**src/rtl/core/dpa_pkg.sv**
```systemverilog
package dpa_pkg;

  // Field widths fixed by the register map and the result format.
  localparam int RATE_W     = 10;
  localparam int DUTY_W     = 7;
  localparam int INTEG_W    = 32;
  localparam int CFG_IDX_W  = 4;
  localparam int CFG_DATA_W = 10;

  // Register indexes of the configuration port.
  localparam logic [CFG_IDX_W-1:0] REG_UPDATE_RATE = 4'd0;
  localparam logic [CFG_IDX_W-1:0] REG_DUTY_CEIL   = 4'd1;
  localparam logic [CFG_IDX_W-1:0] REG_MAIN_FLOOR  = 4'd2;
  localparam logic [CFG_IDX_W-1:0] REG_TAIL_FLOOR  = 4'd3;

  // Register values after reset.
  localparam logic [RATE_W-1:0] RST_UPDATE_RATE = 10'd100;
  localparam logic [DUTY_W-1:0] RST_DUTY_CEIL   = 7'd98;
  localparam logic [DUTY_W-1:0] RST_DUTY_FLOOR  = 7'd2;

  // Fixed loop gains of the two channels.
  localparam int MAIN_KP = 7;
  localparam int MAIN_KI = 2;
  localparam int MAIN_KD = 2;
  localparam int TAIL_KP = 10;
  localparam int TAIL_KI = 3;
  localparam int TAIL_KD = 2;

  // Sequencer states shared by both lanes.
  typedef enum logic [1:0] {
    ST_IDLE,
    ST_DIV,
    ST_SUM,
    ST_CLAMP
  } dpa_state_e;

  // Control strobes from the sequencer to the lanes.
  typedef struct packed {
    logic start;
    logic div_step;
    logic sum_step;
    logic commit;
  } dpa_ctrl_t;

endpackage

```
**src/rtl/core/dpa_if.sv**
```systemverilog
// Error sample channel: one transaction per control tick.
interface dpa_in_if #(
  parameter int ERROR_WIDTH = 16
);
  logic                          valid;
  logic                          ready;
  logic signed [ERROR_WIDTH-1:0] alt_error;
  logic signed [ERROR_WIDTH-1:0] yaw_error;

  modport source (output valid, output alt_error, output yaw_error, input ready);
  modport sink   (input valid, input alt_error, input yaw_error, output ready);
endinterface

// Duty result channel.
interface dpa_out_if;
  logic                        valid;
  logic                        ready;
  logic [dpa_pkg::DUTY_W-1:0]  main_duty;
  logic [dpa_pkg::DUTY_W-1:0]  tail_duty;

  modport source (output valid, output main_duty, output tail_duty, input ready);
  modport sink   (input valid, input main_duty, input tail_duty, output ready);
endinterface

// Configuration write channel.
interface dpa_cfg_if;
  logic                            valid;
  logic                            ready;
  logic [dpa_pkg::CFG_IDX_W-1:0]   index;
  logic [dpa_pkg::CFG_DATA_W-1:0]  data;

  modport source (output valid, output index, output data, input ready);
  modport sink   (input valid, input index, input data, output ready);
endinterface

```
**src/rtl/core/dual_pid_antiwindup.sv**
```systemverilog
// A tick is taken only in the idle state and then passes the divide, sum and clamp states;
// the restoring divider in each lane produces one quotient bit per cycle. The next tick
// is taken once the clamp state has loaded the result into the output register.
// A finished result may wait in the output register while the next tick is taken.
// Reset (rst_ni low, asynchronous) clears both integrals and last errors, empties the
// output register and returns the registers to rate 100, max 98 and minimums 2.
module dual_pid_antiwindup #(
  parameter int ERROR_WIDTH = 16
) (
  input  logic         clk_i,
  input  logic         rst_ni,
  dpa_cfg_if.sink      cfg_i,
  dpa_in_if.sink       in_i,
  dpa_out_if.source    out_o
);

  localparam int CntW = $clog2(ERROR_WIDTH);

  // Configuration registers.
  logic [dpa_pkg::RATE_W-1:0] rate_q;
  logic [dpa_pkg::DUTY_W-1:0] duty_ceil_q;
  logic [dpa_pkg::DUTY_W-1:0] main_min_q;
  logic [dpa_pkg::DUTY_W-1:0] tail_min_q;
  logic [dpa_pkg::RATE_W-1:0] rate_eff;

  dpa_pkg::dpa_state_e state_q, state_d;
  logic [CntW-1:0]     cnt_q;
  dpa_pkg::dpa_ctrl_t  ctrl;
  logic                in_acc;
  logic                out_load;

  logic                       out_valid_q;
  logic [dpa_pkg::DUTY_W-1:0] main_duty_q, tail_duty_q;
  logic [dpa_pkg::DUTY_W-1:0] main_duty, tail_duty;

  // Register writes are always taken.
  assign cfg_i.ready = 1'b1;

  always_ff @(posedge clk_i or negedge rst_ni) begin
    if (!rst_ni) begin
      rate_q      <= dpa_pkg::RST_UPDATE_RATE;
      duty_ceil_q <= dpa_pkg::RST_DUTY_CEIL;
      main_min_q  <= dpa_pkg::RST_DUTY_FLOOR;
      tail_min_q  <= dpa_pkg::RST_DUTY_FLOOR;
    end else if (cfg_i.valid) begin
      case (cfg_i.index)
        dpa_pkg::REG_UPDATE_RATE: rate_q      <= cfg_i.data[dpa_pkg::RATE_W-1:0];
        dpa_pkg::REG_DUTY_CEIL:   duty_ceil_q <= cfg_i.data[dpa_pkg::DUTY_W-1:0];
        dpa_pkg::REG_MAIN_FLOOR:  main_min_q  <= cfg_i.data[dpa_pkg::DUTY_W-1:0];
        dpa_pkg::REG_TAIL_FLOOR:  tail_min_q  <= cfg_i.data[dpa_pkg::DUTY_W-1:0];
        default: begin
        end
      endcase
    end
  end

  // A rate of zero behaves as one.
  assign rate_eff = (rate_q == '0) ? dpa_pkg::RATE_W'(1) : rate_q;

  assign in_acc   = in_i.valid && in_i.ready;
  assign out_load = (state_q == dpa_pkg::ST_CLAMP) && (!out_valid_q || out_o.ready);

  // Sequencer next state.
  always_comb begin
    state_d = state_q;
    case (state_q)
      dpa_pkg::ST_IDLE:  if (in_i.valid) state_d = dpa_pkg::ST_DIV;
      dpa_pkg::ST_DIV:   if (cnt_q == '0) state_d = dpa_pkg::ST_SUM;
      dpa_pkg::ST_SUM:   state_d = dpa_pkg::ST_CLAMP;
      dpa_pkg::ST_CLAMP: if (out_load) state_d = dpa_pkg::ST_IDLE;
      default:           state_d = dpa_pkg::ST_IDLE;
    endcase
  end

  // Sequencer outputs.
  always_comb begin
    ctrl       = '0;
    in_i.ready = 1'b0;
    case (state_q)
      dpa_pkg::ST_IDLE: begin
        in_i.ready = 1'b1;
        ctrl.start = in_i.valid;
      end
      dpa_pkg::ST_DIV:   ctrl.div_step = 1'b1;
      dpa_pkg::ST_SUM:   ctrl.sum_step = 1'b1;
      dpa_pkg::ST_CLAMP: ctrl.commit   = out_load;
      default: begin
      end
    endcase
  end

  // State register and divider bit counter.
  always_ff @(posedge clk_i or negedge rst_ni) begin
    if (!rst_ni) begin
      state_q <= dpa_pkg::ST_IDLE;
      cnt_q   <= '0;
    end else begin
      state_q <= state_d;
      if (in_acc) begin
        cnt_q <= CntW'(ERROR_WIDTH - 1);
      end else if (state_q == dpa_pkg::ST_DIV && cnt_q != '0) begin
        cnt_q <= cnt_q - 1'b1;
      end
    end
  end

  // Main rotor lane.
  dpa_lane #(
    .ERROR_WIDTH (ERROR_WIDTH),
    .KP          (dpa_pkg::MAIN_KP),
    .KI          (dpa_pkg::MAIN_KI),
    .KD          (dpa_pkg::MAIN_KD)
  ) u_main_lane (
    .clk_i   (clk_i),
    .rst_ni  (rst_ni),
    .ctrl_i  (ctrl),
    .err_i   (in_i.alt_error),
    .rate_i  (rate_eff),
    .ceil_i  (duty_ceil_q),
    .floor_i (main_min_q),
    .duty_o  (main_duty)
  );

  // Tail rotor lane.
  dpa_lane #(
    .ERROR_WIDTH (ERROR_WIDTH),
    .KP          (dpa_pkg::TAIL_KP),
    .KI          (dpa_pkg::TAIL_KI),
    .KD          (dpa_pkg::TAIL_KD)
  ) u_tail_lane (
    .clk_i   (clk_i),
    .rst_ni  (rst_ni),
    .ctrl_i  (ctrl),
    .err_i   (in_i.yaw_error),
    .rate_i  (rate_eff),
    .ceil_i  (duty_ceil_q),
    .floor_i (tail_min_q),
    .duty_o  (tail_duty)
  );

  // Merge both lane duties into the output register.
  always_ff @(posedge clk_i or negedge rst_ni) begin
    if (!rst_ni) begin
      out_valid_q <= 1'b0;
    end else if (out_load) begin
      out_valid_q <= 1'b1;
    end else if (out_o.ready) begin
      out_valid_q <= 1'b0;
    end
  end

  always_ff @(posedge clk_i) begin
    if (out_load) begin
      main_duty_q <= main_duty;
      tail_duty_q <= tail_duty;
    end
  end

  assign out_o.valid     = out_valid_q;
  assign out_o.main_duty = main_duty_q;
  assign out_o.tail_duty = tail_duty_q;

endmodule

```
**src/rtl/core/dpa_lane.sv**
```systemverilog
module dpa_lane #(
  parameter int ERROR_WIDTH = 16,
  parameter int KP          = 7,
  parameter int KI          = 2,
  parameter int KD          = 2
) (
  input  logic                            clk_i,
  input  logic                            rst_ni,
  input  dpa_pkg::dpa_ctrl_t              ctrl_i,
  input  logic signed [ERROR_WIDTH-1:0]   err_i,
  input  logic [dpa_pkg::RATE_W-1:0]      rate_i,
  input  logic [dpa_pkg::DUTY_W-1:0]      ceil_i,
  input  logic [dpa_pkg::DUTY_W-1:0]      floor_i,
  output logic [dpa_pkg::DUTY_W-1:0]      duty_o
);

  localparam int DiffW = ERROR_WIDTH + 1;
  localparam int ProdW = DiffW + dpa_pkg::RATE_W + 1;
  localparam int QuotW = ERROR_WIDTH + 1;
  localparam int CandW = dpa_pkg::INTEG_W + 1;
  localparam int SumW  = (((ProdW + 1) > (dpa_pkg::INTEG_W + 2)) ?
                          (ProdW + 1) : (dpa_pkg::INTEG_W + 2)) + 2;
  localparam int RemW  = dpa_pkg::RATE_W;

  localparam logic signed [SumW-1:0] KpS = SumW'(KP);
  localparam logic signed [SumW-1:0] KiS = SumW'(KI);
  localparam logic signed [SumW-1:0] KdS = SumW'(KD);

  localparam logic signed [dpa_pkg::INTEG_W-1:0] IntegMax =
    {1'b0, {(dpa_pkg::INTEG_W-1){1'b1}}};
  localparam logic signed [dpa_pkg::INTEG_W-1:0] IntegMin =
    {1'b1, {(dpa_pkg::INTEG_W-1){1'b0}}};

  // Channel state kept between ticks.
  logic signed [dpa_pkg::INTEG_W-1:0] integ_q;
  logic signed [ERROR_WIDTH-1:0]      last_q;

  // Per-tick working registers.
  logic signed [ERROR_WIDTH-1:0]      err_q;
  logic                               neg_q;
  logic [RemW-1:0]                    rem_q, rem_d;
  logic [ERROR_WIDTH-1:0]             quo_q, quo_d;
  logic signed [ProdW-1:0]            prod_q, prod_d;
  logic signed [dpa_pkg::INTEG_W-1:0] cand_q, cand_d;
  logic signed [SumW-1:0]             pd_q, pd_d;

  logic [ERROR_WIDTH-1:0]             err_mag;
  logic [RemW:0]                      rem_sh;
  logic                               quo_bit;
  logic signed [DiffW-1:0]            diff;
  logic signed [RemW+1:0]             rate_s;
  logic signed [QuotW-1:0]            quot_s;
  logic signed [CandW-1:0]            cand_sum;
  logic signed [SumW-1:0]             sum;
  logic signed [SumW-1:0]             max_ext, min_ext;
  logic                               above, below;

  // Magnitude of the incoming error for the unsigned divider.
  assign err_mag = err_i[ERROR_WIDTH-1] ? (~err_i + 1'b1) : err_i;

  // Restoring divider step: one quotient bit per cycle.
  always_comb begin
    rem_sh  = {rem_q, quo_q[ERROR_WIDTH-1]};
    quo_bit = (rem_sh >= {1'b0, rate_i});
    rem_d   = quo_bit ? RemW'(rem_sh - {1'b0, rate_i}) : RemW'(rem_sh);
    quo_d   = {quo_q[ERROR_WIDTH-2:0], quo_bit};
  end

  // Error difference scaled by the update rate.
  always_comb begin
    diff   = DiffW'(err_q) - DiffW'(last_q);
    rate_s = $signed({2'b00, rate_i});
    prod_d = ProdW'(diff) * ProdW'(rate_s);
  end

  // Candidate integral with saturation, plus proportional and derivative terms.
  always_comb begin
    quot_s   = neg_q ? -$signed({1'b0, quo_q}) : $signed({1'b0, quo_q});
    cand_sum = CandW'(integ_q) + CandW'(quot_s);
    if (cand_sum[CandW-1] != cand_sum[CandW-2]) begin
      cand_d = cand_sum[CandW-1] ? IntegMin : IntegMax;
    end else begin
      cand_d = cand_sum[dpa_pkg::INTEG_W-1:0];
    end
    pd_d = KpS * SumW'(err_q) + KdS * SumW'(prod_q);
  end

  // Final sum and duty clamp.
  always_comb begin
    sum     = pd_q + KiS * SumW'(cand_q);
    max_ext = SumW'($signed({1'b0, ceil_i}));
    min_ext = SumW'($signed({1'b0, floor_i}));
    above   = (sum > max_ext);
    below   = (sum < min_ext);
    if (above) begin
      duty_o = ceil_i;
    end else if (below) begin
      duty_o = floor_i;
    end else begin
      duty_o = sum[dpa_pkg::DUTY_W-1:0];
    end
  end

  // Working registers of the tick in progress.
  always_ff @(posedge clk_i) begin
    if (ctrl_i.start) begin
      err_q <= err_i;
      neg_q <= err_i[ERROR_WIDTH-1];
      quo_q <= err_mag;
      rem_q <= '0;
    end else if (ctrl_i.div_step) begin
      rem_q  <= rem_d;
      quo_q  <= quo_d;
      prod_q <= prod_d;
    end
    if (ctrl_i.sum_step) begin
      cand_q <= cand_d;
      pd_q   <= pd_d;
    end
  end

  // The integral is committed only when the sum lay within the limits.
  always_ff @(posedge clk_i or negedge rst_ni) begin
    if (!rst_ni) begin
      integ_q <= '0;
      last_q  <= '0;
    end else if (ctrl_i.commit) begin
      last_q <= err_q;
      if (!above && !below) begin
        integ_q <= cand_q;
      end
    end
  end

endmodule

```
**src/flat_wrapper.sv**
```systemverilog
// flat-port wrapper written by rule: the top's interface ports become plain ports
module dual_pid_antiwindup_flat 
#(
  parameter int ERROR_WIDTH = 16
)
  (clk_i, rst_ni, cfg_i_valid, cfg_i_index, cfg_i_data, cfg_i_ready, in_i_valid, in_i_alt_error, in_i_yaw_error, in_i_ready, out_o_valid, out_o_main_duty, out_o_tail_duty, out_o_ready);
  dpa_cfg_if cfg_i_i ();
  dpa_in_if #(.ERROR_WIDTH(ERROR_WIDTH)) in_i_i ();
  dpa_out_if out_o_i ();
  input  logic clk_i;
  input  logic rst_ni;
  input wire logic [$bits(cfg_i_i.valid)-1:0] cfg_i_valid;
  input wire logic [$bits(cfg_i_i.index)-1:0] cfg_i_index;
  input wire logic [$bits(cfg_i_i.data)-1:0] cfg_i_data;
  output wire logic [$bits(cfg_i_i.ready)-1:0] cfg_i_ready;
  input wire logic [$bits(in_i_i.valid)-1:0] in_i_valid;
  input wire logic [$bits(in_i_i.alt_error)-1:0] in_i_alt_error;
  input wire logic [$bits(in_i_i.yaw_error)-1:0] in_i_yaw_error;
  output wire logic [$bits(in_i_i.ready)-1:0] in_i_ready;
  output wire logic [$bits(out_o_i.valid)-1:0] out_o_valid;
  output wire logic [$bits(out_o_i.main_duty)-1:0] out_o_main_duty;
  output wire logic [$bits(out_o_i.tail_duty)-1:0] out_o_tail_duty;
  input wire logic [$bits(out_o_i.ready)-1:0] out_o_ready;
  assign cfg_i_i.valid = cfg_i_valid;
  assign cfg_i_i.index = cfg_i_index;
  assign cfg_i_i.data = cfg_i_data;
  assign cfg_i_ready = cfg_i_i.ready;
  assign in_i_i.valid = in_i_valid;
  assign in_i_i.alt_error = in_i_alt_error;
  assign in_i_i.yaw_error = in_i_yaw_error;
  assign in_i_ready = in_i_i.ready;
  assign out_o_valid = out_o_i.valid;
  assign out_o_main_duty = out_o_i.main_duty;
  assign out_o_tail_duty = out_o_i.tail_duty;
  assign out_o_i.ready = out_o_ready;
  dual_pid_antiwindup #(.ERROR_WIDTH(ERROR_WIDTH)) u_core (.clk_i(clk_i), .rst_ni(rst_ni), .cfg_i(cfg_i_i), .in_i(in_i_i), .out_o(out_o_i));
endmodule
```
**config.mk**
```make
export PLATFORM = sky130hd
export DESIGN_NAME = dual_pid_antiwindup_flat
export DESIGN_NICKNAME = d
export VERILOG_FILES = /design/src/rtl/core/dpa_pkg.sv /design/src/rtl/core/dpa_if.sv /design/src/rtl/core/dual_pid_antiwindup.sv /design/src/rtl/core/dpa_lane.sv /design/src/flat_wrapper.sv
export SDC_FILE = /design/constraint.sdc
export NUM_CORES = 2
export LEC_CHECK = 0
export BUFFER_PORTS_ARGS = -buffer_cell sky130_fd_sc_hd__buf_2
export CAP_MARGIN = 20
export CORE_MARGIN = 2
export CORE_UTILIZATION = 34
export CTS_CLUSTER_SIZE = 25
export DETAILED_ROUTE_END_ITERATION = 8
export GPL_TIMING_DRIVEN = 1
export PLACE_DENSITY = 0.47
export SLEW_MARGIN = 10
export SYNTH_ARGS = -nofsm -noshare
export SYNTH_HDL_FRONTEND = slang
export SYNTH_SLANG_ARGS = --single-unit
```
**constraint.sdc**
```tcl
create_clock -name clk_i -period 9.7 [get_ports clk_i]
set_input_delay 0.485 -clock clk_i [delete_from_list [all_inputs] [get_ports clk_i]]
set_output_delay 0.485 -clock clk_i [all_outputs]
set_load 0.1 [all_outputs]
```
==> metrics <==
Critical R2R Capture u_core.u_tail_lane.prod_q[25]$_DFFE_PP_; slowest stage delay, CP 0.58 ns; Worst EP required 10.12 ns; fmax 111 MHz; layout cells sized above 1 6.99%; crit path capture type flip-flop; ANT nets after route 0; Routability Congestion 0.852; hpwl dp 98.0 mm; # setup viols final 0; initial core utilization 34.3%; Hold Crit Class primary input to flip-flop; die span in y 372 µm; synthesized instance count 5020; Least-Margin Pin Slew 1.10 ns; Sink Count 411; global-route wire length before repair 201 mm; Tcrit/Tclk final 93.0%; worst skew pair latency 0.66 ns; initial antenna violation count 10; Setup Buffers After CTS 0; final instance count without filler cells 6866; fin crit period 9.02 ns; reg-to-reg startpoint u_core.u_tail_lane.err_q[0]$_DFFE_PP_; FF+latch count, synth 411; number of synthesized flops with an enable pin 257; die area 138000 µm²; yosys warns 0; drt drc 0; CP max-delay cell or4b_2; 1st-iter DRT viols 1961; Startpoint Class flip-flop; final core utilization 37.6%; Hold Path Depth 3; placed insts 6756; commonest non-fill, non-tap cell in the layout inv_1; Slew Limit Fails 0; CTS tree done; Async S/R FF share, synth 32.6%; synthesized area 45900 µm²; PortBufs 66; Hold Crit Endpoint u_core.rate_q[7]$_DFFE_PN0P_; syn avg cell area 9.15 µm²; final clock skew 0.0245 ns; number of max-cap violations 0; Post-Syn Nets 5931; crit path max fanout 10; I/O pin cnt 68; Relative slew margins 26.4%; Vias/cell 5.11; WP data arrival 9.44 ns; worst-case clock buffer depth 3; Register-to-Register Path Depth 32; Synth top area share 16.8%; Synth area leaders edfxtp_1, fa_1, ha_1, dfrtp_1, inv_1; CTS clock-pin slew for the worst setup and hold paths 0.06 ns; core footprint 134000 µm²; Worst R2R Setup Slack 0.68 ns; vias 35105; H-Tree Depth 2; routed len/inst 18.4 µm; worst setup path category flip-flop to flip-flop; Rows 134; GR Util All Layers 18.4%; Hold Violations, Final 0; Top Family by Delay on Critical Path adder cells; vias in the first global route 34810; register area share after synthesis 25.0%; Synth Flop Type edfxtp_1; DRT Pass-1 Iters 5; CP dominant cell by count fa_1; area grow syn2layout 9.58%; die extent in x 372 µm; Num CTS Buffers 54; commonest non-fill, non-tap cells in the layout inv_1, ha_1, nand2_1; Yosys cell types 92; Final #Nets 5958; RSZ-0062 raised after global routing false; setup TNS 0 ns; area leader, netlist edfxtp_1; clock tree root driver cell clkbuf_16; Bufs and invs on worst path 6; global route overflow 0; largest net degree at the start of global routing 85; status finished, final reports clean; hold_sp cfg_i_data[7]; drt total wl 127 mm; filler instances 13615
-- what timing repair did --
item                       4_1_cts  5_1_grt
hold buffers                     1        0
resized for setup                0        2
hold endpoints to repair        43        0
setup endpoints to repair        0        2
-- worst reg2reg max path: cells and delay by family, from the launching register on --
| family | cells | cell delay [ns] |
|---|---|---|
| AOI/OAI and AO/OA | 11 | 2.44 |
| xor gates and xnor gates | 1 | 0.45 |
| adders and majority gates | 8 | 3.46 |
| buffers and inverters | 6 | 0.60 |
| DFF | 1 | 0.39 |
| and+or+nand+nor | 6 | 1.45 |
-- layer usage --
| metal | wire length (µm) | global-route usage (%) |
|---|---|---|
| met1 | 62800 | 26.8 |
| met2 | 56000 | 28.8 |
| met3 | 5610 | 2.90 |
| met4 | 2250 | 3.75 |
| met5 | 69 | 0 |
-- layout make-up --
type / count / area [µm²] / area share [%]
antenna: 5 / 12.5 / 0.0249
clock buffer: 64 / 1420 / 2.82
clock inverter: 38 / 519 / 1.03
inverter: 786 / 2950 / 5.86
multi-input combinational: 3671 / 31000 / 61.5
sequential: 411 / 11500 / 22.8
tap: 1768 / 2210 / 4.39
timing repair buffer: 123 / 772 / 1.53
-- sequential cells by signal, indices dropped and copies added (netlist names), 28 cells and up --
signal	flops
u_core.u_main_lane.cand_q	32
u_core.u_main_lane.integ_q	32
u_core.u_main_lane.pd_q	30
u_core.u_main_lane.prod_q	28
u_core.u_tail_lane.cand_q	32
u_core.u_tail_lane.integ_q	32
u_core.u_tail_lane.pd_q	29
u_core.u_tail_lane.prod_q	28
-- stage by stage --
stage / area [µm²] / hold slack, ns / worst slack, ns
2_1_floorplan: 45900 / 0.189 / 1.29
3_3_place_gp: 48300 / 0.459 / 0.551
3_5_place_dp: 48300 / 0.465 / 0.426
4_1_cts: 50300 / 0.00440 / 0.346
5_1_grt: 50300 / 0.0152 / 0.163
6_report: 50300 / 0.0500 / 0.682
-- worst max path at each step --
stage | startpoint | cells past startpoint | endpoint
2_1_floorplan | u_core.u_tail_lane.err_q[0]$_DFFE_PP_ | 30 | u_core.u_tail_lane.prod_q[25]$_DFFE_PP_
3_3_place_gp | u_core.u_tail_lane.err_q[0]$_DFFE_PP_ | 32 | u_core.u_tail_lane.prod_q[25]$_DFFE_PP_
3_5_place_dp | u_core.u_tail_lane.err_q[0]$_DFFE_PP_ | 32 | u_core.u_tail_lane.prod_q[25]$_DFFE_PP_
4_1_cts | u_core.u_tail_lane.err_q[0]$_DFFE_PP_ | 32 | u_core.u_tail_lane.prod_q[25]$_DFFE_PP_
5_1_grt | u_core.u_tail_lane.err_q[0]$_DFFE_PP_ | 32 | u_core.u_tail_lane.prod_q[25]$_DFFE_PP_
6_report | u_core.u_tail_lane.err_q[0]$_DFFE_PP_ | 32 | u_core.u_tail_lane.prod_q[25]$_DFFE_PP_
-- Yosys cell counts (all sizes together) (11+ instances only) --
cell     count
o31a        11
nand3      119
nor2b       54
a31oi       46
o311ai      25
o2111ai     21
ha         489
a211o       18
a21boi      29
edfxtp     257
o211ai      28
or3         49
or4         17
buf         16
dfxtp       20
and3        37
nand4       39
clkbuf     136
a21o       103
nor4        31
fa         371
nor3b       11
o31ai       31
mux2        82
o21bai      21
nor3        85
xnor2      190
dfrtp      126
nand2      442
a2111oi     12
nand2b      59
a311oi      22
or2         12
o21a        43
nor2       243
a21oi      214
xor2        82
o21ai      313
a211oi      26
a41oi       14
and2       132
inv        785
-- kinds of logic after synthesis --
logic type               after synthesis  share of synthesized area, %
flip-flops                           411                          25.0
other                                  1                       0.00816
XOR/XNOR                             272                          5.19
AO/OA/AOI/OAI                       1068                          15.1
buffers and inverters                938                          7.77
AND/OR/NAND/NOR                     1372                          14.8
adder cells (fa/ha/maj)              868                          29.7
multiplexers                          90                          2.43
Power is not shown: default switching activity piles up to over one toggle a cycle in this logic, so the estimate is an artifact.
